`config.mk`:
```
export PLATFORM = sky130hd
export DESIGN_NAME = peer_address_table_unit
export DESIGN_NICKNAME = d
export VERILOG_FILES = /design/src/pat_pkg.sv /design/src/pat_ctrl.sv /design/src/pat_dp.sv /design/src/peer_address_table_unit.sv
export SDC_FILE = /design/constraint.sdc
export NUM_CORES = 1
export LEC_CHECK = 0
export BUFFER_PORTS_ARGS = -buffer_cell sky130_fd_sc_hd__buf_4
export CAP_MARGIN = 20
export CORE_ASPECT_RATIO = 0.9
export CORE_UTILIZATION = 65
export DETAILED_ROUTE_END_ITERATION = 12
export PLACE_DENSITY = 0.86
export SYNTH_ARGS = -nofsm -noshare
export SYNTH_HDL_FRONTEND = slang
export SYNTH_HIERARCHICAL = 1
export SYNTH_SLANG_ARGS = --single-unit
```
`constraint.sdc`:
```
create_clock -name clk -period 14.6 [get_ports clk]
set_clock_uncertainty 0.15 [all_clocks]
set_input_delay 4.38 -clock clk [delete_from_list [all_inputs] [get_ports clk]]
set_output_delay 4.38 -clock clk [all_outputs]
set_load 0.01 [all_outputs]
```
`src/pat_pkg.sv`:
```
// peer address table: shared constants, codes and controller/datapath link types
// no dependencies
`timescale 1ns / 1ps
`default_nettype none

package pat_pkg;

    localparam int NUM_PEERS  = 8;
    localparam int NUM_IFACES = 2;
    localparam int MAC_W      = 48;
    localparam int SLOT_W     = 4;
    localparam int IFACE_W    = 1;
    localparam int PEER_IDX_W = $clog2(NUM_PEERS);
    localparam int NUM_SLOTS  = NUM_PEERS + 1;

    localparam logic [SLOT_W-1:0] GROUP_SLOT = SLOT_W'(NUM_PEERS);

    // multicast bit: low bit of the first octet
    localparam int MCAST_BIT = 40;

    // register map
    localparam int  PADDR_W      = 3;
    localparam logic REG_AP_MASK = 1'b0;

    typedef enum logic [1:0] {
        OP_LOOKUP = 2'd0,
        OP_ADD    = 2'd1,
        OP_REMOVE = 2'd2,
        OP_FLUSH  = 2'd3
    } op_t;

    typedef enum logic [1:0] {
        ST_OK        = 2'd0,
        ST_NOT_FOUND = 2'd1,
        ST_FULL      = 2'd2
    } status_t;

    typedef struct packed {
        logic load;        // capture input word
        logic exec_emit;   // run the operation, write its first result
        logic scan_step;   // advance flush scan pointer
        logic flush_emit;  // clear scanned slot and write its result
    } pat_cmd_t;

    typedef struct packed {
        logic out_free;    // output register can take a result this cycle
        logic op_flush;    // captured operation is a flush
        logic any_match;   // some peer slot belongs to the flushed interface
        logic cur_match;   // scanned slot belongs to the flushed interface
        logic more_after;  // a later peer slot belongs to it too
    } pat_stat_t;

endpackage

`default_nettype wire

```
`src/pat_ctrl.sv`:
```
// peer address table controller: sequences capture, execute and flush scan
// depends on pat_pkg
`timescale 1ns / 1ps
`default_nettype none

module pat_ctrl
    import pat_pkg::*;
(
    input  wire logic      clk,
    input  wire logic      rst_n,
    input  wire logic      in_valid,
    output logic           in_stall,
    input  wire pat_stat_t stat,
    output pat_cmd_t       cmd
);

    typedef enum logic [1:0] {
        S_IDLE,
        S_EXEC,
        S_FLUSH
    } state_t;

    state_t state_reg;
    state_t state_next;

    always_comb
    begin
        cmd            = '0;
        state_next     = state_reg;
        in_stall       = 1'b1;
        case (state_reg)
            S_IDLE:
            begin
                in_stall = 1'b0;
                if (in_valid)
                begin
                    cmd.load   = 1'b1;
                    state_next = S_EXEC;
                end
            end
            S_EXEC:
            begin
                if (stat.out_free)
                begin
                    cmd.exec_emit = 1'b1;
                    if (stat.op_flush && stat.any_match)
                    begin
                        state_next = S_FLUSH;
                    end
                    else
                    begin
                        state_next = S_IDLE;
                    end
                end
            end
            S_FLUSH:
            begin
                // skip slots of other interfaces, wait on output for matches
                cmd.scan_step  = !stat.cur_match || stat.out_free;
                cmd.flush_emit = stat.cur_match && stat.out_free;
                if (cmd.flush_emit && !stat.more_after)
                begin
                    state_next = S_IDLE;
                end
            end
            default:
            begin
                state_next = S_IDLE;
            end
        endcase
    end

    always_ff @(posedge clk or negedge rst_n)
    begin
        if (!rst_n)
        begin
            state_reg <= S_IDLE;
        end
        else
        begin
            state_reg <= state_next;
        end
    end

endmodule

`default_nettype wire

```
`src/pat_dp.sv`:
```
// peer address table datapath: slot store, compare and priority logic, result register
// depends on pat_pkg
`timescale 1ns / 1ps
`default_nettype none

module pat_dp
    import pat_pkg::*;
(
    input  wire logic                  clk,
    input  wire logic                  rst_n,
    input  wire pat_cmd_t              cmd,
    output pat_stat_t                  stat,
    input  wire logic [NUM_IFACES-1:0] ap_mask,
    input  wire logic [1:0]            op,
    input  wire logic [MAC_W-1:0]      peer_mac,
    input  wire logic [IFACE_W-1:0]    iface,
    input  wire logic                  legacy_flag,
    input  wire logic                  qos_flag,
    input  wire logic [SLOT_W-1:0]     slot_index,
    output logic                       out_valid,
    input  wire logic                  out_stall,
    output logic [1:0]                 status,
    output logic [SLOT_W-1:0]          slot,
    output logic                       notify,
    output logic [MAC_W-1:0]           notify_mac,
    output logic                       last
);

    // captured word
    op_t                 op_reg;
    logic [MAC_W-1:0]    mac_reg;
    logic [IFACE_W-1:0]  iface_reg;
    logic                legacy_reg;
    logic                qos_reg;
    logic [SLOT_W-1:0]   idx_reg;
    logic [PEER_IDX_W-1:0] scan_reg;

    // slot store
    logic                used_reg   [NUM_SLOTS];
    logic [IFACE_W-1:0]  iface_tbl_reg [NUM_SLOTS];
    logic [MAC_W-1:0]    mac_tbl_reg   [NUM_SLOTS];
    logic                legacy_tbl_reg [NUM_SLOTS];
    logic                qos_tbl_reg    [NUM_SLOTS];

    // result register
    logic                out_valid_reg;
    status_t             out_status_reg;
    logic [SLOT_W-1:0]   out_slot_reg;
    logic                out_notify_reg;
    logic [MAC_W-1:0]    out_mac_reg;
    logic                out_last_reg;

    logic                  mcast;
    logic                  ap;
    logic                  hit_any;
    logic [PEER_IDX_W-1:0] hit_idx;
    logic                  free_any;
    logic [PEER_IDX_W-1:0] free_idx;
    logic [NUM_PEERS-1:0]  fmatch;
    logic                  more_after;

    // result and store write for the current command
    status_t             res_status;
    logic [SLOT_W-1:0]   res_slot;
    logic                res_notify;
    logic [MAC_W-1:0]    res_mac;
    logic                res_last;
    logic                wr_en;
    logic                wr_data_en;
    logic [SLOT_W-1:0]   wr_sel;
    logic                wr_used;
    logic [IFACE_W-1:0]  wr_iface;
    logic                wr_legacy;
    logic [MAC_W-1:0]    wr_mac;
    logic                wr_qos;
    logic                grp_free;
    logic                out_load;

    assign mcast = mac_reg[MCAST_BIT];
    assign ap    = ap_mask[iface_reg];

    // lowest used slot holding the address, lowest free slot
    always_comb
    begin
        hit_any  = 1'b0;
        hit_idx  = '0;
        free_any = 1'b0;
        free_idx = '0;
        for (int s = NUM_PEERS - 1; s >= 0; s--)
        begin
            if (used_reg[s] && (mac_tbl_reg[s] == mac_reg))
            begin
                hit_any = 1'b1;
                hit_idx = PEER_IDX_W'(s);
            end
            if (!used_reg[s])
            begin
                free_any = 1'b1;
                free_idx = PEER_IDX_W'(s);
            end
        end
    end

    always_comb
    begin
        more_after = 1'b0;
        for (int s = 0; s < NUM_PEERS; s++)
        begin
            fmatch[s] = (iface_tbl_reg[s] == iface_reg);
            if ((PEER_IDX_W'(s) > scan_reg) && fmatch[s])
            begin
                more_after = 1'b1;
            end
        end
    end

    assign out_load = cmd.exec_emit || cmd.flush_emit;

    assign stat.out_free   = !out_valid_reg || !out_stall;
    assign stat.op_flush   = (op_reg == OP_FLUSH);
    assign stat.any_match  = |fmatch;
    assign stat.cur_match  = fmatch[scan_reg];
    assign stat.more_after = more_after;

    always_comb
    begin
        res_status = ST_OK;
        res_slot   = '0;
        res_notify = 1'b0;
        res_mac    = '0;
        res_last   = 1'b1;
        wr_en      = 1'b0;
        wr_data_en = 1'b0;
        wr_sel     = '0;
        wr_used    = 1'b0;
        wr_iface   = '0;
        wr_legacy  = 1'b0;
        wr_mac     = '0;
        wr_qos     = 1'b0;
        grp_free   = 1'b0;
        if (cmd.flush_emit)
        begin
            res_slot   = SLOT_W'(scan_reg);
            res_notify = ap;
            res_last   = !more_after;
            wr_en      = 1'b1;
            wr_data_en = 1'b1;
            wr_sel     = SLOT_W'(scan_reg);
        end
        else if (cmd.exec_emit)
        begin
            case (op_reg)
                OP_LOOKUP:
                begin
                    if (mcast)
                    begin
                        res_slot = GROUP_SLOT;
                    end
                    else if (hit_any)
                    begin
                        res_slot = SLOT_W'(hit_idx);
                    end
                    else
                    begin
                        res_status = ST_NOT_FOUND;
                    end
                end
                OP_ADD:
                begin
                    if (mcast && ap)
                    begin
                        // group claim keeps the stored address and qos bit
                        res_slot  = GROUP_SLOT;
                        wr_en     = 1'b1;
                        wr_sel    = GROUP_SLOT;
                        wr_used   = 1'b1;
                        wr_iface  = iface_reg;
                        wr_legacy = 1'b1;
                    end
                    else if (free_any)
                    begin
                        res_slot   = SLOT_W'(free_idx);
                        res_notify = ap;
                        res_mac    = ap ? mac_reg : '0;
                        wr_en      = 1'b1;
                        wr_data_en = 1'b1;
                        wr_sel     = SLOT_W'(free_idx);
                        wr_used    = 1'b1;
                        wr_iface   = iface_reg;
                        wr_legacy  = legacy_reg;
                        wr_mac     = mac_reg;
                        wr_qos     = qos_reg;
                    end
                    else
                    begin
                        res_status = ST_FULL;
                    end
                end
                OP_REMOVE:
                begin
                    res_slot = idx_reg;
                    if (idx_reg > GROUP_SLOT)
                    begin
                        res_status = ST_NOT_FOUND;
                    end
                    else
                    begin
                        res_notify = ap;
                        wr_en      = 1'b1;
                        wr_data_en = 1'b1;
                        wr_sel     = idx_reg;
                    end
                end
                OP_FLUSH:
                begin
                    res_slot = GROUP_SLOT;
                    res_last = !(|fmatch);
                    grp_free = 1'b1;
                end
                default:
                begin
                    res_status = ST_OK;
                end
            endcase
        end
    end

    // control state: valid flags, interface tags, scan pointer, output valid
    always_ff @(posedge clk or negedge rst_n)
    begin
        if (!rst_n)
        begin
            for (int s = 0; s < NUM_SLOTS; s++)
            begin
                used_reg[s]      <= 1'b0;
                iface_tbl_reg[s] <= '0;
            end
            scan_reg      <= '0;
            out_valid_reg <= 1'b0;
        end
        else
        begin
            if (wr_en)
            begin
                used_reg[wr_sel]      <= wr_used;
                iface_tbl_reg[wr_sel] <= wr_iface;
            end
            if (grp_free)
            begin
                used_reg[NUM_PEERS] <= 1'b0;
            end
            if (cmd.load)
            begin
                scan_reg <= '0;
            end
            else if (cmd.scan_step)
            begin
                scan_reg <= scan_reg + 1'b1;
            end
            if (out_load)
            begin
                out_valid_reg <= 1'b1;
            end
            else if (!out_stall)
            begin
                out_valid_reg <= 1'b0;
            end
        end
    end

    // payload: captured word, stored attributes, result fields
    always_ff @(posedge clk)
    begin
        if (cmd.load)
        begin
            op_reg     <= op_t'(op);
            mac_reg    <= peer_mac;
            iface_reg  <= iface;
            legacy_reg <= legacy_flag;
            qos_reg    <= qos_flag;
            idx_reg    <= slot_index;
        end
        if (wr_en)
        begin
            legacy_tbl_reg[wr_sel] <= wr_legacy;
        end
        if (wr_data_en)
        begin
            mac_tbl_reg[wr_sel] <= wr_mac;
            qos_tbl_reg[wr_sel] <= wr_qos;
        end
        if (out_load)
        begin
            out_status_reg <= res_status;
            out_slot_reg   <= res_slot;
            out_notify_reg <= res_notify;
            out_mac_reg    <= res_mac;
            out_last_reg   <= res_last;
        end
    end

    assign out_valid  = out_valid_reg;
    assign status     = out_status_reg;
    assign slot       = out_slot_reg;
    assign notify     = out_notify_reg;
    assign notify_mac = out_mac_reg;
    assign last       = out_last_reg;

endmodule

`default_nettype wire

```
`src/peer_address_table_unit.sv`:
```
// an accepted input word is captured, then its first result is written into the
// result register once that register is free; lookup, add and remove are captured,
//   then executed; a flush then scans the peer slots one slot per cycle, waiting on
//   the output at matching slots, and stops after the last one; input stalls till done
// reset (rst_n low, async): every slot free with interface 0, access-point mask 0
// top level of the peer address table; depends on pat_pkg, pat_ctrl, pat_dp
`timescale 1ns / 1ps
`default_nettype none

module peer_address_table_unit
    import pat_pkg::*;
(
    input  wire logic               clk,
    input  wire logic               rst_n,
    // configuration port
    input  wire logic               psel,
    input  wire logic               penable,
    input  wire logic               pwrite,
    input  wire logic [PADDR_W-1:0] paddr,
    input  wire logic [31:0]        pwdata,
    output logic [31:0]             prdata,
    output logic                    pready,
    // input words
    input  wire logic               in_valid,
    output logic                    in_stall,
    input  wire logic [1:0]         op,
    input  wire logic [MAC_W-1:0]   peer_mac,
    input  wire logic [IFACE_W-1:0] iface,
    input  wire logic               legacy_flag,
    input  wire logic               qos_flag,
    input  wire logic [SLOT_W-1:0]  slot_index,
    // result words
    output logic                    out_valid,
    input  wire logic               out_stall,
    output logic [1:0]              status,
    output logic [SLOT_W-1:0]       slot,
    output logic                    notify,
    output logic [MAC_W-1:0]        notify_mac,
    output logic                    last
);

    // access-point mask register, one bit per interface
    logic [NUM_IFACES-1:0] ap_mask_reg;
    logic [NUM_IFACES-1:0] ap_mask_next;
    logic                  cfg_wr;

    pat_cmd_t  cmd;
    pat_stat_t stat;

    // writes land in the access cycle; only word address 0 holds a register
    assign pready = 1'b1;
    assign cfg_wr = psel && penable && pwrite && (paddr[2] == REG_AP_MASK);

    assign ap_mask_next = cfg_wr ? pwdata[NUM_IFACES-1:0] : ap_mask_reg;

    always_ff @(posedge clk or negedge rst_n)
    begin
        if (!rst_n)
        begin
            ap_mask_reg <= '0;
        end
        else
        begin
            ap_mask_reg <= ap_mask_next;
        end
    end

    // reads of unmapped addresses return zero
    always_comb
    begin
        prdata = '0;
        if (paddr[2] == REG_AP_MASK)
        begin
            prdata[NUM_IFACES-1:0] = ap_mask_reg;
        end
    end

    // controller: idle -> execute -> (flush scan) -> idle
    pat_ctrl u_ctrl (
        .clk      (clk),
        .rst_n    (rst_n),
        .in_valid (in_valid),
        .in_stall (in_stall),
        .stat     (stat),
        .cmd      (cmd)
    );

    // datapath: slot store with parallel address compare and first-free pick,
    // flush scan pointer, and the result register that decouples out_stall
    pat_dp u_dp (
        .clk         (clk),
        .rst_n       (rst_n),
        .cmd         (cmd),
        .stat        (stat),
        .ap_mask     (ap_mask_reg),
        .op          (op),
        .peer_mac    (peer_mac),
        .iface       (iface),
        .legacy_flag (legacy_flag),
        .qos_flag    (qos_flag),
        .slot_index  (slot_index),
        .out_valid   (out_valid),
        .out_stall   (out_stall),
        .status      (status),
        .slot        (slot),
        .notify      (notify),
        .notify_mac  (notify_mac),
        .last        (last)
    );

endmodule

`default_nettype wire
```
==> flow_summary.ini, run 1 <==
[die]
die_x_um = 202
start_util = 0.663
fp-row-count = 65
dieArea_um2 = 36700
io_pins = 190
core_um2 = 35200
die_h_um = 182

[synth]
ys_seq_area_frac = 0.662
netlist.top_cell.by_area = edfxtp_1
synthFlopType = edfxtp_1
yosys.area.top_type_share = 0.636
syn_area_um2 = 23400
ys_seq_elements = 519
syn_inst = 1652
synthTopCellsByArea = edfxtp_1 (64%), xnor2_1 (8.9%), xor2_1 (4.1%)
synth_edf_count = 495
ys.warnings.count = 6
avgSynthCellArea_um2 = 14.1
synthDistinctLibCells = 76
async_flop_share = 0.0462

[timing]
drv_slew = 0
rsz0062_at_grt = no
fmax_mhz = 107
worst_slew_pin_slew_ps = 1300
setup_viol = 0
post-route-min-period_ps = 9350
hold_viol = 0
slew_headroom = 0.128
finalCritPeriodShare = 0.640
fin_tns_setup_ps = 0
hold_slack_ps = 318

[routing]
vias = 15500
dr.pass1.iters = 8
drtAntennaViolNets = 0
post_drt_wl_per_cell_um = 32.5
drt_iter0_markers = 2684
detail_route.vias_per_cell = 6.78
drt-total-wl_mm = 74.3
drc = 0

[cells_and_area]
final_cell_mix = edfxtp_1 (495), xnor2_1 (236), buf_4 (149)
largest_reg_flops = 384
fin_nets = 1890
layout-drive-gt1-share = 0.155
layout_commonest_cell = edfxtp_1
area_delta_synth_final_pct = 13.1

[setup_path]
crit_family = buffers and inverters
crit_arrival_ps = 4820
crit_buf_inv = 2
endpoint_kind = output pin
crit_top_cell = buf_4
start_kind = input port
path_max_fanout = 3
path_cells = buf_4 -> and2b_2 -> buf_4
reg2reg_slack_ps = 9900
required_ps = 10070
crit_path_top_delay_cell = and2b_2
max_stage_delay_ps = 210
critPathKind = input port to output pin

[power]
p_per_area_nw_per_um2 = 163
p_leak_nw = 9.04
power_frac_seq = 0.480
p_sw_frac = 0.320
switchingPower_mw = 1.38
ir_drop_v = 0.000128
power_frac_comb = 0.220
internal_power_mw = 2.92
power_frac_clock = 0.299

[clock_tree]
hold_buffers = 0
post_cts_resize_count = 0
clkSinkCount = 519
cts_setup_buffers = 0
cts_tree = done
clk_latency_ps = 590
cts_made_buffers = 51
clockBufferDepth = 3
path_clk_slew_ps = 60
root_buffer = clkbuf_16
htreeDepth = 2

[grt]
grt_max_degree = 59
grt_pass1_wl_mm = 102
gr-usage-all-layers = 0.407
grt_overflow = 0
first_global_vias = 14500
antenna_found_initial = 3

[run]
cap_violations = 0

[worst_hold_path]
holdCritPathClass = flip-flop to flip-flop

[placed_design]
gp_congestion = 1.05
hpwl_mm = 49.5
port_buffers = 124

[run_status]
status = complete, no violations
## layer usage
| metal | global-route usage | up-vias | share of wire |
|---|---|---|---|
| li1 | - | 6350 | - |
| met1 | 0.560 | 7542 | 0.35 |
| met2 | 0.594 | 1366 | 0.43 |
| met3 | 0.108 | 272 | 0.16 |
| met4 | 0.219 | 0 | 0.062 |
| met5 | 0.00926 | - | 0 |
## final cells by class
type / instances / area [µm²]
clock buffer: 62 / 1360
inverter: 51 / 191
multi-input combinational: 1007 / 7400
antenna: 2 / 5.00
timing repair buffer: 154 / 1180
clock inverter: 26 / 240
tap: 469 / 587
fill: 2213 / 8790
sequential: 519 / 15500
## path summary, 6_finish.rpt
| kind | start | endpoint | depth (start not counted) |
|---|---|---|---|
| min in group asynchronous | rst_n | ap_mask_reg[0] | 1 |
| worst max register to register | u_dp/scan_reg[0] | u_dp/mac_tbl_reg[4][37] | 12 |
| worst min register to register | u_ctrl/state_reg[1] | u_ctrl/state_reg[0] | 1 |
| worst min-delay path | u_ctrl/state_reg[1] | u_ctrl/state_reg[0] | 1 |
| worst max-delay path | paddr[2] | prdata[1] | 3 |
| max in group asynchronous | rst_n | u_dp/used_reg[5] | 1 |
## worst reg2reg max path, delay by kind of cell (launching register included)
kind	cells	cell delay, ps
mux	2	760
buf+inv	1	810
compound gates	2	230
flops	1	600
xor+xnor	1	120
simple gates	6	1630
## power by group through the flow
stage	Sequential, mW	Clock, mW	Combinational (mW)
floorplan	1.96	0	0.568
global placement	2.08	0	0.892
detailed placement	2.08	0	0.911
CTS	2.06	1.29	0.917
global route	2.07	1.34	0.981
finish	2.06	1.29	0.947
## logic make-up (layout without fill, tap and decap cells)
group | after synthesis | in the layout | share of synthesized area
flops | 519 | 519 | 0.662
simple gates | 500 | 500 | 0.128
xor+xnor | 345 | 345 | 0.129
buf+inv | 155 | 293 | 0.0318
compound gates | 98 | 98 | 0.0311
mux | 25 | 25 | 0.0133
fa+ha+maj | 7 | 7 | 0.00375
other cells | 3 | 34 | 0.000482
## synth_stat cells (6+ instances only)
cell type and instances:
o221ai_1 8, and3_1 36, ha_1 7, nor4b_1 10
edfxtp_1 495, buf_1 11, nand4_1 97, inv_1 50
o21ai_0 17, nand2b_1 61, and2_1 31, nor2_1 23
nor3_1 39, nand3_1 27, mux2_2 17, xor2_1 109
xnor2_1 236, a21oi_1 15, buf_4 32, buf_2 27
dfrtp_1 24, o22ai_1 6, nor2b_1 17, clkbuf_1 33
nor4_1 68, o2111ai_1 6, nand2_1 50
## through the flow
step           cell area [µm²]  setup slack (ps)  instances   util  power (mW)
5_1_grt                  26400              5240       2288  0.750        4.39
2_1_floorplan            23500              5480       1681      -        2.53
3_5_place_dp             24800              5250       2197  0.704        3.00
3_3_place_gp             24800              5270       2195  0.703        2.97
4_1_cts                  26400              5250       2285  0.749        4.26
6_report                 26400              5250       2290  0.750        4.30
No activity file was read; power rests on OpenSTA's default activity.
==> inputs of run 2 (changes only) <==
--- a/config.mk
+++ b/config.mk
@@ -8,9 +8,9 @@
 export BUFFER_PORTS_ARGS = -buffer_cell sky130_fd_sc_hd__buf_4
 export CAP_MARGIN = 20
 export CORE_ASPECT_RATIO = 0.9
-export CORE_UTILIZATION = 65
+export CORE_UTILIZATION = 60
 export DETAILED_ROUTE_END_ITERATION = 12
-export PLACE_DENSITY = 0.86
+export PLACE_DENSITY = 0.8
 export SYNTH_ARGS = -nofsm -noshare
 export SYNTH_HDL_FRONTEND = slang
 export SYNTH_HIERARCHICAL = 1
==> constraint.sdc (replaced) <==
create_clock -name clk -period 9.8 [get_ports clk]
set_clock_uncertainty 0.15 [all_clocks]
set_input_delay 2.94 -clock clk [delete_from_list [all_inputs] [get_ports clk]]
set_output_delay 2.94 -clock clk [all_outputs]
set_load 0.01 [all_outputs]
==> run 2 against run 1 <==
Clock power grew 45%. Combinational power grew 57%. Global-route usage shrank 1.1 points. Cell area grew 0.53%. Count of clock-buffer cells in the layout grew 5. Flip-flop and latch count is the same. Die area grew 8.2%. Sequential power grew 47%. Worst setup slack lost 1900 ps. Sequential share of layout area shrank 0.31 points. Utilization shrank 5.8 points. Critical path type unchanged.
==> flow_summary.ini, run 2 (synthesized netlist as in run 1, its figures left out) <==
[power]
power_frac_clock = 0.293
switchingPower_mw = 2.09
p_leak_nw = 9.10
p_per_area_nw_per_um2 = 240
fin_total_pwr_mw = 6.37
power_frac_comb = 0.234
ir_drop_v = 0.000169
internal_power_mw = 4.28
p_sw_frac = 0.328
power_frac_seq = 0.473

[die]
fp-row-count = 68
io_pins = 190
die_x_um = 210
core_um2 = 38400
start_util = 0.609
dieArea_um2 = 39700
die_h_um = 189

[setup_path]
required_ps = 6710
endpoint_kind = output pin
path_max_fanout = 3
critPathKind = input port to output pin
crit_arrival_ps = 3370
rr_worst_depth = 13
start_kind = input port

[clock_tree]
root_buffer = clkbuf_16
cts_tree = done
cts_made_buffers = 52
clkSinkCount = 519
hold_buffers = 0
clockBufferDepth = 3
htreeDepth = 2
path_clk_slew_ps = 60
clk_latency_ps = 620
post_cts_resize_count = 0
cts_setup_buffers = 0

[grt]
grt_max_degree = 58
gr-usage-all-layers = 0.396
first_global_vias = 14400
grt_overflow = 0
grt_pass1_wl_mm = 107
antenna_found_initial = 7

[routing]
drtAntennaViolNets = 0
dr.pass1.iters = 6
drt-total-wl_mm = 77.5
detail_route.vias_per_cell = 6.49
post_drt_wl_per_cell_um = 32.8
drc = 0
drt_iter0_markers = 2295
vias = 15400

[placed_design]
port_buffers = 124
hpwl_mm = 52.9
place_inst = 2268
gp_congestion = 1.03
dpl_cell_area_um2 = 25000

[timing]
fmax_mhz = 155
setup_viol = 0
hold_viol = 0
rsz0062_at_grt = no
slew_headroom = 0.119
drv_slew = 0
finalCritPeriodShare = 0.660
worst_slew_pin_slew_ps = 1310
post-route-min-period_ps = 6460
hold_slack_ps = 309
fin_tns_setup_ps = 0

[cells_and_area]
postLayoutCellArea_um2 = 26600
largest_reg_flops = 384
layout_commonest_cell = edfxtp_1
fin_nets = 1907
diodes = 0
final_cell_mix = edfxtp_1 (495), xnor2_1 (236), buf_4 (166)
area_delta_synth_final_pct = 13.7
layout-drive-gt1-share = 0.163
layout.cells.non_filler = 2365

[run_status]
status = complete, no violations

[worst_hold_path]
whs_path_depth = 1
holdCritPathClass = flip-flop to flip-flop

[run]
cap_violations = 0
-- run 2: changes by cell type in the layout (fill, tap and decap cells not counted), moves of 2 or more --
| cell | before | now |
|---|---|---|
| buf_4 | 149 | 166 |
| buf_6 | 3 | 1 |
| bufinv_16 | 5 | 1 |
| clkbuf_1 | 9 | 13 |
| clkinv_2 | 6 | 10 |
| diode_2 | 2 | 0 |
-- run 2: layout make-up --
class,count,area (µm²)
sequential,519,15500
fill,2637,11800
multi-input combinational,1007,7390
clock buffer,67,1400
timing repair buffer,170,1300
tap,525,657
inverter,51,191
clock inverter,26,154
-- run 2: layer usage --
layer  global-route usage  wire length, µm  up-vias
li1                     -                -     6381
met1                0.538            28800     7622
met2                0.591            34200     1144
met3                0.106            10400      210
met4                0.203             4120        0
met5              0.00246                0        -
-- run 2: path summary, 6_finish.rpt --
| check | from | endpoint | slack, ps |
|---|---|---|---|
| hold reg to reg | u_ctrl/state_reg[1] | u_ctrl/state_reg[0] | 310 |
| hold / removal | u_ctrl/state_reg[1] | u_ctrl/state_reg[0] | 310 |
| min in group asynchronous | rst_n | u_dp/out_valid | 2100 |
| setup / recovery | paddr[2] | prdata[0] | 3340 |
| setup reg to reg | u_dp/scan_reg[0] | u_dp/iface_tbl_reg[5] | 4940 |
| max in group asynchronous | rst_n | u_dp/scan_reg[1] | 7130 |
-- run 2: through the flow --
step | setup WS (ps) | util
2_1_floorplan | 2690 | -
3_3_place_gp | 3350 | 0.650
3_5_place_dp | 3330 | 0.650
4_1_cts | 3330 | 0.691
5_1_grt | 3320 | 0.692
6_report | 3340 | 0.692
-- run 2: worst max-delay path, cell delays in order --
cell,delay [ps]
buf_4,90
and2b_2,200
buf_4,140
-- run 2: power by group through the flow --
stage	sequential, mW	clock (mW)	combinational [mW]
CTS	3.01	1.88	1.46
global route	3.03	1.96	1.55
detailed placement	3.05	0	1.45
global placement	3.04	0	1.44
finish	3.02	1.87	1.49
floorplan	2.92	0	0.847
